[src/rtl/trwm_pkg.sv]
// ----------------------------------------------------------------------------
// trwm_pkg
// Shared types, register map and constants of the text run width measure.
// ----------------------------------------------------------------------------
package trwm_pkg;

    // Default parameter values.
    localparam int GLYPH_ENTRIES_DEF = 256;
    localparam int SUM_BITS_DEF      = 24;

    // Configuration port geometry: eight registers at 4-byte strides.
    localparam int CFG_AW = 5;
    localparam int CFG_DW = 32;

    // Register indexes.
    localparam logic [2:0] REG_SPACING  = 3'd0;
    localparam logic [2:0] REG_FALLBACK = 3'd1;
    localparam logic [2:0] REG_EXTRA    = 3'd2;
    localparam logic [2:0] REG_SIMPLE   = 3'd3;
    localparam logic [2:0] REG_DEFADV   = 3'd4;
    localparam logic [2:0] REG_GCOUNT   = 3'd5;
    localparam logic [2:0] REG_SCALE    = 3'd6;
    localparam logic [2:0] REG_HLWIDE   = 3'd7;

    // Register reset values.
    localparam logic [15:0] RST_FALLBACK = 16'd8;
    localparam logic [15:0] RST_SCALE    = 16'd16384;

    // Special byte codes.
    localparam logic [7:0] BOM_FIRST  = 8'hFF;
    localparam logic [7:0] BOM_SECOND = 8'hFE;
    localparam logic [7:0] CODE_SPACE = 8'h20;
    localparam logic [7:0] CODE_NUL   = 8'h00;

    // Input command codes.
    localparam logic CMD_LOAD = 1'b0;
    localparam logic CMD_TEXT = 1'b1;

    // Width of the per-character increment: three 16-bit terms.
    localparam int INC_W = 18;

    typedef struct packed {
        logic [15:0] spacing;
        logic [15:0] fallback_advance;
        logic [15:0] extra_unknown_advance;
        logic        simple_mode;
        logic [7:0]  default_advance;
        logic [8:0]  glyph_count;
        logic [15:0] scale_factor;
        logic        headerless_wide;
    } t_cfg;

    typedef struct packed {
        logic [7:0]  code;
        logic [15:0] width;
        logic [7:0]  kerning;
    } t_glyph;

    // Step controls from the sequencer to the arithmetic unit.
    typedef struct packed {
        logic calc_inc;
        logic accum;
        logic mult;
        logic clear;
    } t_dp_ctrl;

endpackage

[src/rtl/trwm_datapath.sv]
// ----------------------------------------------------------------------------
// trwm_datapath
// Shared arithmetic: increment, saturating accumulate, count and final scale.
// ----------------------------------------------------------------------------
module trwm_datapath
    import trwm_pkg::*;
#(
    parameter int SUM_BITS = SUM_BITS_DEF
) (
    input  logic                i_clk,
    input  logic                i_rst_n,
    input  t_dp_ctrl            i_ctrl,
    input  t_cfg                i_cfg,
    input  logic                i_found,
    input  t_glyph              i_glyph,
    output logic [SUM_BITS-1:0] o_sum,
    output logic [15:0]         o_count,
    output logic                o_clip,
    output logic [31:0]         o_scaled
);

    localparam int ADD_W  = ((SUM_BITS > INC_W) ? SUM_BITS : INC_W) + 1;
    localparam int PROD_W = SUM_BITS + 17;
    localparam logic signed [ADD_W-1:0] SUM_HI =
        ADD_W'((64'sd1 <<< (SUM_BITS - 1)) - 64'sd1);
    localparam logic signed [ADD_W-1:0] SUM_LO = -SUM_HI - ADD_W'(1);
    localparam logic signed [PROD_W-1:0] S32_HI = PROD_W'(64'sd2147483647);
    localparam logic signed [PROD_W-1:0] S32_LO = PROD_W'(-64'sd2147483648);

    logic signed [SUM_BITS-1:0] r_sum;
    logic        [15:0]         r_count;
    logic                       r_clip;
    logic signed [INC_W-1:0]    r_inc;
    logic signed [PROD_W-1:0]   r_prod;

    logic signed [INC_W-1:0]  w_inc;
    logic signed [ADD_W-1:0]  w_add;
    logic signed [PROD_W-1:0] w_prod;
    logic signed [PROD_W-1:0] w_bias;
    logic signed [PROD_W-1:0] w_quot;

    always_comb begin
        w_inc = INC_W'($signed(i_cfg.spacing));
        if (!i_found) begin
            w_inc = w_inc + INC_W'($signed(i_cfg.fallback_advance))
                          + INC_W'($signed(i_cfg.extra_unknown_advance));
        end else if (i_cfg.simple_mode) begin
            w_inc = w_inc + INC_W'($signed(i_cfg.default_advance));
        end else begin
            w_inc = w_inc + INC_W'($signed(i_glyph.width))
                          + INC_W'($signed(i_glyph.kerning));
        end
    end

    assign w_add  = ADD_W'(r_sum) + ADD_W'(r_inc);
    assign w_prod = PROD_W'(r_sum) * PROD_W'($signed({1'b0, i_cfg.scale_factor}));

    // Divide by 64 with truncation toward zero, then clamp to 32 bits.
    assign w_bias = r_prod + (r_prod[PROD_W-1] ? PROD_W'(63) : PROD_W'(0));
    assign w_quot = w_bias >>> 6;

    always_comb begin
        if (w_quot > S32_HI) begin
            o_scaled = S32_HI[31:0];
        end else if (w_quot < S32_LO) begin
            o_scaled = S32_LO[31:0];
        end else begin
            o_scaled = w_quot[31:0];
        end
    end

    always_ff @(posedge i_clk) begin
        if (!i_rst_n || i_ctrl.clear) begin
            r_sum   <= '0;
            r_count <= '0;
            r_clip  <= 1'b0;
        end else if (i_ctrl.accum) begin
            if (w_add > SUM_HI) begin
                r_sum  <= SUM_HI[SUM_BITS-1:0];
                r_clip <= 1'b1;
            end else if (w_add < SUM_LO) begin
                r_sum  <= SUM_LO[SUM_BITS-1:0];
                r_clip <= 1'b1;
            end else begin
                r_sum <= w_add[SUM_BITS-1:0];
            end
            if (r_count == 16'hFFFF) begin
                r_clip <= 1'b1;
            end else begin
                r_count <= r_count + 16'd1;
            end
        end
    end

    always_ff @(posedge i_clk) begin
        if (i_ctrl.calc_inc) begin
            r_inc <= w_inc;
        end
        if (i_ctrl.mult) begin
            r_prod <= w_prod;
        end
    end

    assign o_sum   = r_sum;
    assign o_count = r_count;
    assign o_clip  = r_clip;

endmodule

[config.mk]
export PLATFORM = sky130hd
export DESIGN_NAME = trwm_datapath
export DESIGN_NICKNAME = d
export VERILOG_FILES = /design/src/rtl/trwm_pkg.sv /design/src/rtl/trwm_datapath.sv
export SDC_FILE = /design/constraint.sdc
export NUM_CORES = 1
export LEC_CHECK = 0
export BUFFER_PORTS_ARGS = -buffer_cell sky130_fd_sc_hd__buf_4
export CORE_MARGIN = 2
export CORE_UTILIZATION = 47
export DETAILED_ROUTE_END_ITERATION = 8
export GPL_TIMING_DRIVEN = 0
export PLACE_DENSITY = 0.68
export SKIP_LAST_GASP = 1
export SLEW_MARGIN = 30
export SYNTH_ARGS = -nofsm -noshare
export SYNTH_HDL_FRONTEND = slang
export SYNTH_SLANG_ARGS = --single-unit
[constraint.sdc]
create_clock -name i_clk -period 6.8 [get_ports i_clk]
set_input_delay 1.36 -clock i_clk [delete_from_list [all_inputs] [get_ports i_clk]]
set_output_delay 1.36 -clock i_clk [all_outputs]
set_load 0.005 [all_outputs]
==> results.yml <==
route:
  ant_nets: 0
  routed-via-count: 17700
  vias_per_cell: 5.28
  routedWlPerCell_um: 18.0
  routed_wl_um: 60400
  firstDrtPassIters: 5
  drc_errors: 0
  drt_iter0_drc: 733
hold_path:
  hold_depth: 2
  min_to: "o_count[13]$_SDFFE_PP0P_"
  hp-class: "reg -> reg"
  min_from: "o_count[13]$_SDFFE_PP0P_"
grt:
  track_usage: 0.252
  antenna_found_initial: 3
  grt_pass1_wl_um: 97700
  grt_overflow: 0
  grt_max_degree: 42
  grt_pass1_vias: 18600
timing:
  timing.hold.ws_ps: 544
  hold_viol: 0
  min_period_ps: 6850
  worst_pin_slew_ps: 941
  worst_slack_ps: -49.0
  maxSlewHeadroom: 0.371
  rsz0062_at_grt: "yes"
  period_share: 1.01
  finalSetupViolations: 1
  setup_tns_ps: -49.0
  skew_ps: 17.6
  maxSlewViolCount: 0
  max_freq_ghz: 0.146
power:
  max-vdd-ir-drop_v: 0.000285
  powerDensity_nw_per_um2: 345
  leakagePower_nw: 12.6
layout:
  nets: 3443
  area_growth_pct: 15.4
  layout-drive-gt1-share: 0.140
yosys:
  synth_edf_count: 59
  yosys_most_used_dff: "edfxtp_1"
  seq_area_frac_synth: 0.115
  synthTopCellsByArea: "fa_1 (37%), ha_1 (9.9%), inv_1 (8.3%)"
  synth_cell_types: 75
  synth_seq_cells: 100
  async_reset_ff_frac: 0
  synth_top_area_frac: 0.367
  syn-num-nets: 3227
  yosysTopAreaCell: "fa_1"
  yosys_warnings: 0
  syn_area_um2: 22500
  synth_cells: 2513
  avgSynthCellArea_um2: 8.97
worst_setup_path:
  arrival_ps: 6990
  worstReg2RegStart: "o_sum[9]$_SDFFE_PP0P_"
  worstSetupPathType: "in -> reg"
  crit_chain: "buf_4 -> clkbuf_8 -> and2_1 -> fa_1 -> inv_1 -> fa_1 -> inv_1 -> fa_1 -> fa_1 -> fa_1 -> inv_1 -> fa_1 -> inv_2 -> ha_4 -> a21o_1 -> a2111oi_4 -> a211oi_4 -> o211ai_1 -> a31oi_2 -> buf_4 -> buf_12 -> a21oi_4 -> mux2i_1 -> nand3_1"
  max_stage_delay_ps: 500
  critPathSlowestCell: "fa_1"
  cp_max_fo: 10
  worstPathRequired_ps: 6940
  rr_endpoint: "r_prod[39]$_DFFE_PP_"
  critPathLaunchType: "primary input"
  cp-end-kind: "register"
  ff2ff_path_depth: 23
  rrSetupSlack_ps: 50
  crit_path_frequent_cell: "fa_1"
die:
  rows: 80
  io_pins: 195
  start_util: 0.474
  die_area_um2: 49700
  core_um2: 47500
  dieWidth_um: 223
  die_y_um: 223
clock_tree:
  h-tree-depth: 3
  cts_tree: "yes"
  insertion_delay_ps: 400
  cts_buffer_depth: 2
  cts_num_sinks: 100
  cts.clk_slew.worst_paths_ps: 80
  clk_root_buffer_cell: "clkbuf_16"
  numCtsBuffers: 9
placed_design:
  gp_congestion: 0.950
  io_buffers: 175
  place_hpwl_um: 50800
run:
  drv_cap: 0
run_status:
  violations: "negative setup slack"
  outcome: "complete, but fails checks"
[metrics by stage]
stage	util	area [um2]	setup WS, ps	instances	total power [mW]
finish	0.547	26000	-49.0	3350	8.97
global route	0.547	26000	-208	3349	9.95
CTS	0.543	25800	-1.68	3341	8.63
detailed placement	0.523	24900	-1050	3304	7.76
global placement	0.522	24800	-990	3303	7.59
floorplan	-	22800	5.94	2513	6.05
[flip-flops by register name, summed over array words and instances, names as in the netlist]
register,flops
r_prod,41
o_count,16
o_clip,1
o_sum,24
r_inc,18
[where the power goes]
part	switching (mW)	leakage [nW]	internal, mW
clock	0.270	0.156	0.284
sequential	0.218	0.918	1.01
combinational	3.95	11.5	3.24
[per-layer routing]
metal	vias to the layer above	share of wire	routed length (um)	global-route usage
li1	8343	-	-	-
met1	8663	0.42	25400	0.320
met2	561	0.48	29100	0.437
met3	106	0.064	3870	0.0429
met4	0	0.034	2040	0.0857
met5	-	0	0	0
[logic make-up after synthesis]
| family | after synthesis | synth area share |
|---|---|---|
| multiplexers | 10 | 0.00466 |
| AO/OA/AOI/OAI | 344 | 0.101 |
| buffers and inverters | 583 | 0.0980 |
| XOR/XNOR | 137 | 0.0541 |
| AND/OR/NAND/NOR | 747 | 0.162 |
| flip-flops | 100 | 0.115 |
| adder cells (fa/ha/maj) | 592 | 0.466 |
[layout by cell type (no fill, tap or decap), drive strengths merged, types with 33 or more instances in the layout]
master  instances
and2          165
clkbuf         84
fa            413
buf           213
xnor2          80
dfxtp          41
a21o           33
o21ai          86
inv           504
a21oi          95
ha            179
nor2           89
edfxtp         59
xor2           57
nand3          41
nand2         316
[final cells by class]
| type | instances | area (um2) |
|---|---|---|
| diodes | 1 | 2.50 |
| multi-input cells | 1830 | 18200 |
| clock buffers | 10 | 239 |
| flip-flops and latches | 100 | 2590 |
| fillers | 4242 | 21500 |
| plain buffers | 82 | 633 |
| repair buffers | 205 | 1620 |
| inverters | 501 | 1880 |
| well taps | 615 | 769 |
| clock inverters | 6 | 66.3 |
[worst max-delay path, delay by kind of cell]
family,cells,cell delay (ps)
compound gates,6,1220
fa+ha+maj,7,3120
buf+inv,8,830
mux,1,190
simple gates,2,260
[repair_timing]
item | in CTS | in global routing
resized for setup | 116 | 49
hold buffers | 0 | 0
endpoints found under the setup margin | 20 | 14
buffers inserted | 21 | 8
pin swaps | 57 | 31
[synthesized netlist by cell type (all sizes together), types with 24 or more instances]
library cell,count
a21o,33
a21oi,95
and2,165
clkbuf,79
dfxtp,41
edfxtp,59
fa,413
ha,179
inv,501
nand2,316
nand3,41
nor2,89
nor3,27
o211ai,24
o21ai,86
xnor2,80
xor2,57
[how the worst max path moves through the flow]
stage	from	end	slack, ps	depth (start not counted)
final	i_cfg[12]	r_prod[39]$_DFFE_PP_	-50	24
after global routing	i_cfg[6]	r_prod[39]$_DFFE_PP_	-210	24
after CTS	i_cfg[6]	r_prod[35]$_DFFE_PP_	-2	23
after detailed placement	i_cfg[4]	r_prod[40]$_DFFE_PP_	-1050	22
after global placement	i_cfg[6]	r_prod[40]$_DFFE_PP_	-990	23
after floorplan	i_cfg[3]	r_prod[40]$_DFFE_PP_	6	22
(Power assumes the default switching activity.)
